<file path="config.mk">
export PLATFORM = sky130hd
export DESIGN_NAME = apu_pulse_channel
export DESIGN_NICKNAME = d
export VERILOG_FILES = /design/src/hdl/apc_pkg.sv /design/src/hdl/apc_cfg.sv /design/src/hdl/apc_core.sv /design/src/hdl/apu_pulse_channel.sv
export SDC_FILE = /design/constraint.sdc
export NUM_CORES = 1
export LEC_CHECK = 0
export BUFFER_PORTS_ARGS = -buffer_cell sky130_fd_sc_hd__buf_2
export CORE_MARGIN = 5
export CORE_UTILIZATION = 60
export CTS_CLUSTER_DIAMETER = 60
export DETAILED_ROUTE_END_ITERATION = 8
export PLACE_DENSITY_LB_ADDON = 0.3
export SKIP_LAST_GASP = 1
export SYNTH_ARGS = -nofsm -noshare
export SYNTH_HDL_FRONTEND = slang
export SYNTH_SLANG_ARGS = --single-unit
</file>
<file path="constraint.sdc">
create_clock -name clk -period 12.6 [get_ports clk]
set_clock_uncertainty 0.05 [all_clocks]
set_input_delay 1.26 -clock clk [delete_from_list [all_inputs] [get_ports clk]]
set_output_delay 1.26 -clock clk [all_outputs]
set_load 0.03 [all_outputs]
</file>
<file path="src/hdl/apc_pkg.sv">
// ----------------------------------------------------------------------------
// apc_pkg
// Types, codes and tables shared by the pulse channel modules.
// ----------------------------------------------------------------------------
package apc_pkg;

  localparam int CfgIdxW = 3;
  localparam int CfgDataW = 4;

  // Channel one subtracts one extra step on a negated sweep
  localparam logic ChannelOne = 1'b1;

  localparam logic [11:0] MuteHigh = 12'h7FF;
  localparam logic [11:0] MuteLow = 12'd8;
  localparam logic [3:0] DecayTop = 4'd15;
  localparam logic [11:0] PeriodMax = 12'hFFF;

  typedef enum logic [1:0] {
    MODE_TICK    = 2'd0,
    MODE_QUARTER = 2'd1,
    MODE_HALF    = 2'd2,
    MODE_RESTART = 2'd3
  } mode_t;

  localparam logic [CfgIdxW-1:0] REG_DUTY       = 3'd0;
  localparam logic [CfgIdxW-1:0] REG_VOLUME     = 3'd1;
  localparam logic [CfgIdxW-1:0] REG_CONST_VOL  = 3'd2;
  localparam logic [CfgIdxW-1:0] REG_LOOP_HALT  = 3'd3;
  localparam logic [CfgIdxW-1:0] REG_SWEEP_EN   = 3'd4;
  localparam logic [CfgIdxW-1:0] REG_SWEEP_PER  = 3'd5;
  localparam logic [CfgIdxW-1:0] REG_SWEEP_NEG  = 3'd6;
  localparam logic [CfgIdxW-1:0] REG_SWEEP_SHFT = 3'd7;

  typedef struct packed {
    logic [1:0] duty;
    logic [3:0] volume;
    logic       fixed_vol;
    logic       loop_halt;
    logic       sweep_enable;
    logic [2:0] sweep_period;
    logic       sweep_negate;
    logic [2:0] sweep_shift;
  } cfg_t;

  function automatic logic duty_bit(input logic [1:0] sel, input logic [2:0] step);
    logic [7:0] row;
    case (sel)
      2'd0: row = 8'b0000_0010;
      2'd1: row = 8'b0000_0110;
      2'd2: row = 8'b0001_1110;
      2'd3: row = 8'b1111_1001;
      default: row = 8'b0000_0000;
    endcase
    return row[step];
  endfunction

endpackage

</file>
<file path="src/hdl/apc_cfg.sv">
// ----------------------------------------------------------------------------
// apc_cfg
// Configuration register file, written one field per transaction.
// ----------------------------------------------------------------------------
module apc_cfg import apc_pkg::*; (
  input  logic                clk,
  input  logic                rst_n,
  input  logic                wr_en,
  input  logic [CfgIdxW-1:0]  wr_index,
  input  logic [CfgDataW-1:0] wr_data,
  output cfg_t                cfg
);

  cfg_t cfg_r, cfg_nxt;

  always_comb begin
    cfg_nxt = cfg_r;
    if (wr_en) begin
      case (wr_index)
        REG_DUTY:       cfg_nxt.duty = wr_data[1:0];
        REG_VOLUME:     cfg_nxt.volume = wr_data;
        REG_CONST_VOL:  cfg_nxt.fixed_vol = wr_data[0];
        REG_LOOP_HALT:  cfg_nxt.loop_halt = wr_data[0];
        REG_SWEEP_EN:   cfg_nxt.sweep_enable = wr_data[0];
        REG_SWEEP_PER:  cfg_nxt.sweep_period = wr_data[2:0];
        REG_SWEEP_NEG:  cfg_nxt.sweep_negate = wr_data[0];
        REG_SWEEP_SHFT: cfg_nxt.sweep_shift = wr_data[2:0];
        default: ;
      endcase
    end
  end

  always_ff @(posedge clk) begin
    if (!rst_n) begin
      cfg_r <= '0;
    end else begin
      cfg_r <= cfg_nxt;
    end
  end

  assign cfg = cfg_r;

endmodule

</file>
<file path="src/hdl/apc_core.sv">
// ----------------------------------------------------------------------------
// apc_core
// Channel state (timer, duty, sweep, envelope, length) and sample generation.
// ----------------------------------------------------------------------------
module apc_core import apc_pkg::*; (
  input  logic        clk,
  input  logic        rst_n,
  input  logic        go,
  input  mode_t       mode,
  input  logic [10:0] period_value,
  input  logic [7:0]  length_value,
  input  logic        channel_on,
  input  cfg_t        cfg,
  output logic [3:0]  sample_nxt
);

  logic [11:0] timer_count_r, timer_count_nxt;
  logic [11:0] timer_period_r, timer_period_nxt;
  logic [2:0]  duty_step_r, duty_step_nxt;
  logic [3:0]  sweep_count_r, sweep_count_nxt;
  logic        sweep_rld_r, sweep_rld_nxt;
  logic        envelope_start_r, envelope_start_nxt;
  logic [3:0]  envelope_count_r, envelope_count_nxt;
  logic [3:0]  env_level_r, env_level_nxt;
  logic [7:0]  length_count_r, length_count_nxt;

  logic [11:0] timer_dec;
  logic [11:0] delta;
  logic [12:0] sum;
  logic [12:0] sub;
  logic [11:0] swept;
  logic        muted;

  assign timer_dec = timer_count_r - 12'd1;
  assign delta = timer_period_r >> cfg.sweep_shift;
  assign sum = {1'b0, timer_period_r} + {1'b0, delta};
  assign sub = {1'b0, delta} + {12'd0, ChannelOne};

  always_comb begin
    if (cfg.sweep_negate) begin
      swept = (sub >= {1'b0, timer_period_r}) ? 12'd0 : timer_period_r - sub[11:0];
    end else begin
      swept = sum[12] ? PeriodMax : sum[11:0];
    end
  end

  always_comb begin
    timer_count_nxt = timer_count_r;
    timer_period_nxt = timer_period_r;
    duty_step_nxt = duty_step_r;
    sweep_count_nxt = sweep_count_r;
    sweep_rld_nxt = sweep_rld_r;
    envelope_start_nxt = envelope_start_r;
    envelope_count_nxt = envelope_count_r;
    env_level_nxt = env_level_r;
    length_count_nxt = length_count_r;
    if (go) begin
      case (mode)
        MODE_TICK: begin
          if (timer_dec == 12'd0) begin
            timer_count_nxt = timer_period_r;
            duty_step_nxt = duty_step_r + 3'd1;
          end else begin
            timer_count_nxt = timer_dec;
          end
        end
        MODE_QUARTER: begin
          if (envelope_start_r) begin
            envelope_start_nxt = 1'b0;
            env_level_nxt = DecayTop;
            envelope_count_nxt = cfg.volume;
          end else if (envelope_count_r != 4'd0) begin
            envelope_count_nxt = envelope_count_r - 4'd1;
          end else begin
            envelope_count_nxt = cfg.volume;
            if (env_level_r != 4'd0) begin
              env_level_nxt = env_level_r - 4'd1;
            end else if (cfg.loop_halt) begin
              env_level_nxt = DecayTop;
            end
          end
        end
        MODE_HALF: begin
          if (!cfg.loop_halt && length_count_r != 8'd0) begin
            length_count_nxt = length_count_r - 8'd1;
          end
          if (sweep_rld_r) begin
            sweep_count_nxt = {1'b0, cfg.sweep_period} + 4'd1;
            sweep_rld_nxt = 1'b0;
          end else if (sweep_count_r != 4'd0) begin
            sweep_count_nxt = sweep_count_r - 4'd1;
          end else begin
            sweep_count_nxt = {1'b0, cfg.sweep_period} + 4'd1;
            if (cfg.sweep_enable) begin
              timer_period_nxt = swept;
            end
          end
        end
        MODE_RESTART: begin
          timer_period_nxt = {1'b0, period_value};
          length_count_nxt = length_value;
          envelope_start_nxt = 1'b1;
          sweep_rld_nxt = 1'b1;
          duty_step_nxt = 3'd0;
        end
        default: ;
      endcase
    end
  end

  always_comb begin
    muted = (timer_period_nxt < MuteLow) || (timer_period_nxt > MuteHigh);
    if (!channel_on || !duty_bit(cfg.duty, duty_step_nxt) || muted ||
        length_count_nxt == 8'd0) begin
      sample_nxt = 4'd0;
    end else begin
      sample_nxt = cfg.fixed_vol ? cfg.volume : env_level_nxt;
    end
  end

  always_ff @(posedge clk) begin
    if (!rst_n) begin
      timer_count_r <= '0;
      timer_period_r <= '0;
      duty_step_r <= '0;
      sweep_count_r <= '0;
      sweep_rld_r <= 1'b0;
      envelope_start_r <= 1'b0;
      envelope_count_r <= '0;
      env_level_r <= '0;
      length_count_r <= '0;
    end else begin
      timer_count_r <= timer_count_nxt;
      timer_period_r <= timer_period_nxt;
      duty_step_r <= duty_step_nxt;
      sweep_count_r <= sweep_count_nxt;
      sweep_rld_r <= sweep_rld_nxt;
      envelope_start_r <= envelope_start_nxt;
      envelope_count_r <= envelope_count_nxt;
      env_level_r <= env_level_nxt;
      length_count_r <= length_count_nxt;
    end
  end

  a_restart_flags: assert property (@(posedge clk) disable iff (!rst_n)
    (go && mode == MODE_RESTART) |=>
      (duty_step_r == 3'd0 && envelope_start_r && sweep_rld_r))
    else $error("restart did not set flags and clear duty step");

  a_length_dec: assert property (@(posedge clk) disable iff (!rst_n)
    (go && mode == MODE_HALF && !cfg.loop_halt && length_count_r != 8'd0) |=>
      (length_count_r == $past(length_count_r) - 8'd1))
    else $error("length counter did not decrement on half frame");

  a_silent_len: assert property (@(posedge clk) disable iff (!rst_n)
    (sample_nxt != 4'd0) |-> (length_count_nxt != 8'd0 && channel_on))
    else $error("sample not gated by length or enable");

  a_idle_hold: assert property (@(posedge clk) disable iff (!rst_n)
    !go |=> ($stable(timer_count_r) && $stable(timer_period_r) && $stable(length_count_r)))
    else $error("channel state changed without a transaction");

endmodule

</file>
<file path="src/hdl/apu_pulse_channel.sv">
// ----------------------------------------------------------------------------
// apu_pulse_channel
// Pulse (square-wave) sound channel: one event in, one 4-bit sample out.
// ----------------------------------------------------------------------------
// Input channel: in_valid/in_stall carry one event (tick, quarter frame,
// half frame, restart) with the restart period, length and channel enable.
// Output channel: out_valid/out_stall carry the sample after that event.
// Configuration: cfg_valid/cfg_ready write one register by index; cfg_ready
// is always high. Write only while no transaction is in flight.
// An accepted event sits in the input register; its sample is registered
// into the output register once the output can advance (out_valid low or
// out_stall low), and out_valid rises with it.
// Throughput: one event per cycle when not stalled; the state update is one
// pass of combinational logic, so each event sees the state the last one left.
// Reset (rst_n low, synchronous) clears the configuration registers, the
// channel state and the valid flags. When out_stall is high with a sample
// waiting, the event held in the input register waits and in_stall rises;
// nothing is dropped or repeated.
// ----------------------------------------------------------------------------
module apu_pulse_channel import apc_pkg::*; (
  input  logic                clk,
  input  logic                rst_n,
  input  logic                in_valid,
  output logic                in_stall,
  input  logic [1:0]          in_mode,
  input  logic [10:0]         in_period_value,
  input  logic [7:0]          in_length_value,
  input  logic                in_channel_on,
  output logic                out_valid,
  input  logic                out_stall,
  output logic [3:0]          out_sample,
  input  logic                cfg_valid,
  output logic                cfg_ready,
  input  logic [CfgIdxW-1:0]  cfg_index,
  input  logic [CfgDataW-1:0] cfg_data
);

  cfg_t        cfg;
  logic        s1_valid_r;
  mode_t       s1_mode_r;
  logic [10:0] s1_period_r;
  logic [7:0]  s1_length_r;
  logic        s1_on_r;
  logic        out_valid_r;
  logic [3:0]  out_sample_r;
  logic [3:0]  sample_nxt;
  logic        advance;
  logic        go;

  assign cfg_ready = 1'b1;
  assign advance = !out_valid_r || !out_stall;
  assign go = s1_valid_r && advance;
  assign in_stall = s1_valid_r && !advance;

  apc_cfg u_cfg (
    .clk      (clk),
    .rst_n    (rst_n),
    .wr_en    (cfg_valid && cfg_ready),
    .wr_index (cfg_index),
    .wr_data  (cfg_data),
    .cfg      (cfg)
  );

  apc_core u_core (
    .clk          (clk),
    .rst_n        (rst_n),
    .go           (go),
    .mode         (s1_mode_r),
    .period_value (s1_period_r),
    .length_value (s1_length_r),
    .channel_on   (s1_on_r),
    .cfg          (cfg),
    .sample_nxt   (sample_nxt)
  );

  always_ff @(posedge clk) begin
    if (!rst_n) begin
      s1_valid_r <= 1'b0;
    end else if (!in_stall) begin
      s1_valid_r <= in_valid;
    end
  end

  always_ff @(posedge clk) begin
    if (!in_stall) begin
      s1_mode_r <= mode_t'(in_mode);
      s1_period_r <= in_period_value;
      s1_length_r <= in_length_value;
      s1_on_r <= in_channel_on;
    end
  end

  always_ff @(posedge clk) begin
    if (!rst_n) begin
      out_valid_r <= 1'b0;
    end else if (advance) begin
      out_valid_r <= s1_valid_r;
    end
  end

  always_ff @(posedge clk) begin
    if (go) begin
      out_sample_r <= sample_nxt;
    end
  end

  assign out_valid = out_valid_r;
  assign out_sample = out_sample_r;

endmodule
</file>
### Word-level counts from Yosys, hierarchy flattened

Cells that the tools add are included.

* register bits after elaboration: 93
* bits in latches: 0
* bits in writable memories: 0
* memory bits (read-only): 0
* output and inout port bits: 7
* word-level logic and storage cells: 121
* memories: 0

* add/sub/neg operators: 10
* $mul: 0
* divide/modulo/power cells: 0
* magnitude comparators: 4
* equality and inequality tests: 13
* shift-type cells: 1
* muxes and demuxes: 31
* bitwise operators: 0
* reductions and logical operators: 38

Operator list (number)
* 12-bit two-way mux: 8
* 4-bit two-way mux: 11
* 8-bit one-hot mux with 4 select lines: 1
* 2-bit AND reduction: 13
* 12-bit one-hot mux with 2 select lines: 1
* 8-bit two-way mux: 2
* 8-bit one-hot mux with 2 select lines: 1
* 12-bit by 1-bit adder with 13-bit output (second input constant): 1
* 12-bit by 12-bit adder with 13-bit output: 1
* 13-bit by 12-bit greater-or-equal comparator with 1-bit output: 1
* 3-bit == test (second input constant): 4
* 12-bit by 11-bit > comparator with 1-bit output (second input constant): 1
* 12-bit zero test: 1
* 12-bit by 4-bit less-than comparator with 1-bit output (second input constant): 1
* 4-bit nonzero test: 3
* 12-bit by 3-bit right shift with 12-bit output: 1
* 12-bit by 1-bit subtractor with 12-bit output (second input constant): 1
* 12-bit subtractor: 1
* 4-bit by 1-bit subtractor with 4-bit output (second input constant): 3
* 2-bit == test (second input constant): 4
* 8-bit zero test: 1
* 8-bit nonzero test: 1
* 8-bit by 1-bit subtractor with 8-bit output (second input constant): 1
* 3-bit by 2-bit == test with 1-bit output (second input constant): 2
* other kinds (16): 32

### Depth between registers and ports, before layout

* word-level depth: 14
* depth in mapped cells: 21
* depth with buffers taken out: 19

### Cells and area by module

A second synthesis with hierarchy kept.

* cell total of the unflattened synthesis: 878
* area total of the unflattened synthesis: 7374.6 sq um

By module, submodules not included
* apc_core: times used 1, cells each 779, area each 5850.6 sq um
* apu_pulse_channel: times used 1, cells each 36, area each 872.1 sq um
* apc_cfg: times used 1, cells each 63, area each 651.9 sq um

### Least setup slack after synthesis

No wires, ideal clock.

* path kind: register to register
* start: register u_cfg.cfg_r (netlist bit u_cfg.cfg[1])
* end: register out_sample_r[0], in the netlist out_sample[0] (data pin)
* data arrival time: 4499 ps
* path slack: 7781 ps
* cell stages (with the launch flop): 22
* period minus slack after synthesis: 4819 ps
* cell sequence: dfxtp_1 -> buf_6 -> buf_2 -> mux4_2 -> mux2i_1 -> inv_1 -> and3_1 -> nand3_1 -> or3b_2 -> or3_1 -> xnor2_1 -> ha_1 -> clkbuf_1 -> o211ai_1 -> nor2_1 -> o221ai_1 -> nand2_1 -> o311ai_1 -> and3_1 -> or4b_4 -> nor4_4 -> nor3_1

* cells in the longest elaborated chain, start to end: 14
* elaborated cells on any way between the ends: 18

RTL lines
* start: declaration: line apc_cfg.sv:14 `cfg_t cfg_r, cfg_nxt;`
* start signal: assignment: line apc_cfg.sv:37 `cfg_r <= cfg_nxt;`
* 12-bit by 3-bit right shift with 12-bit output (*): line apc_core.sv:35 `assign delta = timer_period_r >> cfg.sweep_shift;`
* 12-bit by 1-bit adder with 13-bit output: line apc_core.sv:37 `assign sub = {1'b0, delta} + {12'd0, ChannelOne};`
* 12-bit subtractor / 13-bit by 12-bit greater-or-equal comparator with 1-bit output (equally long branches): line apc_core.sv:41 `swept = (sub >= {1'b0, timer_period_r}) ? 12'd0 : timer_period_r - sub[11:0];`
* 12-bit two-way mux: line apc_core.sv:41
* 12-bit two-way mux (*): line apc_core.sv:40 `if (cfg.sweep_negate) begin`
* 12-bit two-way mux (*): line apc_core.sv:94 `if (cfg.sweep_enable) begin`
* 12-bit two-way mux (*): line apc_core.sv:90 `end else if (sweep_count_r != 4'd0) begin`
* 12-bit two-way mux (*): line apc_core.sv:87 `if (sweep_rld_r) begin`
* 12-bit one-hot mux with 2 select lines (*): line apc_core.sv:58 `case (mode)`
* 12-bit two-way mux (*): line apc_core.sv:57 `if (go) begin`
* 12-bit by 4-bit less-than comparator with 1-bit output / 12-bit by 11-bit > comparator with 1-bit output (equally long branches): line apc_core.sv:112 `muted = (timer_period_nxt < MuteLow) || (timer_period_nxt > MuteHigh);`
* 1-bit logical OR (*): line apc_core.sv:112
* 1-bit logical OR (*) (2 in series): line apc_core.sv:113 `if (!channel_on || !duty_bit(cfg.duty, duty_step_nxt) || muted ||`
* end signal: assignment: line apu_pulse_channel.sv:103 `out_sample_r <= sample_nxt;`
* end: declaration: line apu_pulse_channel.sv:45 `logic [3:0] out_sample_r;`

Mark *: on every way between the ends. The rest lies on a longest branch, timed or not.
A chain may end at the register's enable or synchronous reset.

### Worst setup path after layout

* start: register u_cfg.cfg_r (netlist bit u_cfg.cfg[1])
* end: register out_sample_r[2], in the netlist out_sample[2] (data pin)

Same word-level chain as after synthesis.

==> results.yml <==
global_routing:
  grt_overflow: 0
  grt_usage: 0.267
  grt_pass1_vias: 6293
  grt_start_max_net_pins: 50
  grt_antenna_before_repair: 0
  grt_pass1_wl_mm: 31.0
cts:
  cts_tree: "built"
  htreeDepth: 3
  numCtsBuffers: 9
  clk_pin_slew_ps: 60
  cts_buffer_depth: 2
  holdBufCountCts: 0
  root_buffer: "clkbuf_16"
  cts.sinks: 93
  clkLatencyLatePin_ps: 350
  cts_resized: 0
  post_cts_buffers: 0
floorplan:
  die_w_um: 119
  std_cell_rows: 40
  core_area_um2: 11900
  ios: 41
  die_h_um: 119
  start_util: 0.606
  die-area_um2: 14300
timing:
  slew_violations: 0
  rsz0062_at_grt: "false"
  hold_viol: 0
  maxSlewHeadroom: 0.237
  hold-worst-slack_ps: 426
  min_period_ps: 5690
  setup_tns_ps: 0
  post-route-period-util: 0.452
  max_freq_ghz: 0.176
  worst_pin_slew_ps: 1140
  setup_viol: 0
critical_path:
  slowest_stage: "dfxtp_1"
  critical_path_class: "reg2reg"
  start_kind: "register"
  critPathArrivalTime_ps: 5720
  r2r-start: "u_cfg.cfg[1]$_SDFFE_PN0P_"
  crit_family: "simple AND/OR/NAND/NOR gates"
  max_stage_delay_ps: 840
  required_ps: 12630
  crit_path_start: "u_cfg.cfg[1]$_SDFFE_PN0P_"
  worstPathCellList: "mux2_2, mux4_2, and3_1, nand3_1, or3b_2, or3_1, nor2_1, xor2_1, ha_1, o211ai_1, nor2_1, o221ai_1, nand2_1, o311ai_1, and3_1, or4b_4, nor4_4, nor3_1"
  crit_path_max_fanout: 22
  critPathBufInv: 0
  worst_setup_path_end_kind: "register"
place:
  hpwl_mm: 13.9
  portBuffers: 39
  gp_congestion: 0.990
synthesis:
  async_flop_share: 0
  synthFlopType: "dfxtp_1"
  synth_seq_cells: 93
  synth_edf_count: 26
  syn_area_um2: 7190
  yosysUniqueCellTypes: 79
  yosysWarnings: 0
  synth_top_area_frac: 0.187
  syn_nets: 964
  yosysMostFrequentCell: "nor2_1"
  ys_top_cells_by_area: "dfxtp_1 (19%), edfxtp_1 (11%), ha_1 (8.7%)"
  yosysTopAreaCell: "dfxtp_1"
  syn_area_per_cell_um2: 8.18
  ys_seq_area_frac: 0.295
  netlist_top_cells_count: "nor2_1 (120), dfxtp_1 (67), nand2_1 (63), a21oi_1 (55), inv_1 (54)"
  synthCells: 878
detailed_routing:
  via_per_inst: 6.45
  drt_wl_total_mm: 18.9
  drc: 0
  wl_per_cell_um: 18.2
  dr.pass1.iters: 8
  first_iter_violations: 565
  vias: 6701
  ant_nets: 0
power_and_ir_drop:
  vdd_drop_max_v: 0.0000995
  power.total_mw: 0.707
  power_density_nw_per_um2: 91.9
  leakage_nw: 3.18
cells_and_area:
  final_nets: 973
  syn_to_final_growth_pct: 7.09
  drive_above_1_share: 0.0975
  diodes: 0
  nFillCells: 1014
worst_hold_path:
  hold_start: "u_core.envelope_count_r[1]$_SDFFE_PN0P_"
  hold_class: "reg2reg"
outcome:
  status: "complete, no violations"
job:
  drv_cap: 0
-- final timing paths --
path                                                                end  cells past startpoint  slack [ps]
worst max-delay path                        out_sample[2]$_SDFFCE_PP0P_                     18        6910
worst max register to register              out_sample[2]$_SDFFCE_PP0P_                     18        6910
worst min register to register  u_core.envelope_count_r[1]$_SDFFE_PN0P_                      2         430
worst min-delay path            u_core.envelope_count_r[1]$_SDFFE_PN0P_                      2         430
-- placed cells by master, fill, tap and decap left out, drive strengths merged, types with 9 or more instances in the layout --
cell / count
nor2: 120
dfxtp: 67
nand2: 63
inv: 56
a21oi: 55
ha: 50
buf: 43
o21ai: 38
mux2i: 32
nand3: 27
edfxtp: 26
nor3: 24
xor2: 16
nor3b: 15
nor4: 12
clkbuf: 12
a211oi: 10
nor2b: 9
o211ai: 9
nand4: 9
o21a: 9
nand2b: 9
a31oi: 9
and2: 9
-- power breakdown --
part           switching (mW)  total, mW  internal (mW)
Clock                   0.116      0.262          0.146
Combinational          0.0703      0.117         0.0466
Sequential             0.0111      0.328          0.317
Total                   0.198      0.707          0.509
-- cell type report --
| cell class | instances | area, um2 | area share |
|---|---|---|---|
| Multi-Input combinational cell | 684 | 4670 | 0.607 |
| Sequential cell | 93 | 2120 | 0.276 |
| Clock buffer | 12 | 256 | 0.0333 |
| Timing Repair Buffer | 43 | 225 | 0.0293 |
| Inverter | 56 | 210 | 0.0273 |
| Tap cell | 147 | 184 | 0.0239 |
| Clock inverter | 4 | 30.0 | 0.00390 |
-- metal layers --
layer  wire length [um]  GRT usage  share of wire
met3               1440     0.0475          0.076
met2               8460      0.420           0.45
met4                692      0.116          0.037
met1               8270      0.361           0.44
met5                  0          0              0
-- cells by family (layout without fill, tap and decap cells) --
logic type / after synthesis / in the layout / synth area share
AO/OA/AOI/OAI: 221 / 221 / 0.211
XOR/XNOR: 22 / 22 / 0.0268
adder cells (fa/ha/maj): 52 / 52 / 0.0926
buffers and inverters: 101 / 115 / 0.0552
flip-flops: 93 / 93 / 0.295
multiplexers: 44 / 44 / 0.0744
other: 1 / 1 / 0.000522
AND/OR/NAND/NOR: 344 / 344 / 0.245
-- through the flow --
stage                     instance area [um2]  utilization  setup slack, ps  instances
after CTS                                7690        0.649             6990       1039
final                                    7690        0.649             6910       1039
after floorplan                          7190            -             7780        878
after detailed placement                 7410        0.625             7010       1023
after global routing                     7690        0.649             6490       1039
after global placement                   7410        0.625             7130       1023
-- flip-flops by register name, summed over array words and instances (netlist names), 8 cells and up --
| register | cells |
|---|---|
| s1_length_r | 8 |
| u_core.length_count_r | 8 |
| u_cfg.cfg | 16 |
| s1_period_r | 11 |
| u_core.timer_period_r | 12 |
| u_core.timer_count_r | 12 |
-- worst register-to-register path, stage by stage, from the launching register on --
cell,delay [ps]
dfxtp_1,840
mux2_2,340
mux4_2,300
and3_1,220
nand3_1,120
or3b_2,480
or3_1,400
nor2_1,140
xor2_1,80
ha_1,450
o211ai_1,140
nor2_1,140
o221ai_1,130
nand2_1,220
o311ai_1,130
and3_1,240
or4b_4,520
nor4_4,370
nor3_1,110
Power figures use the tool's default switching activity.
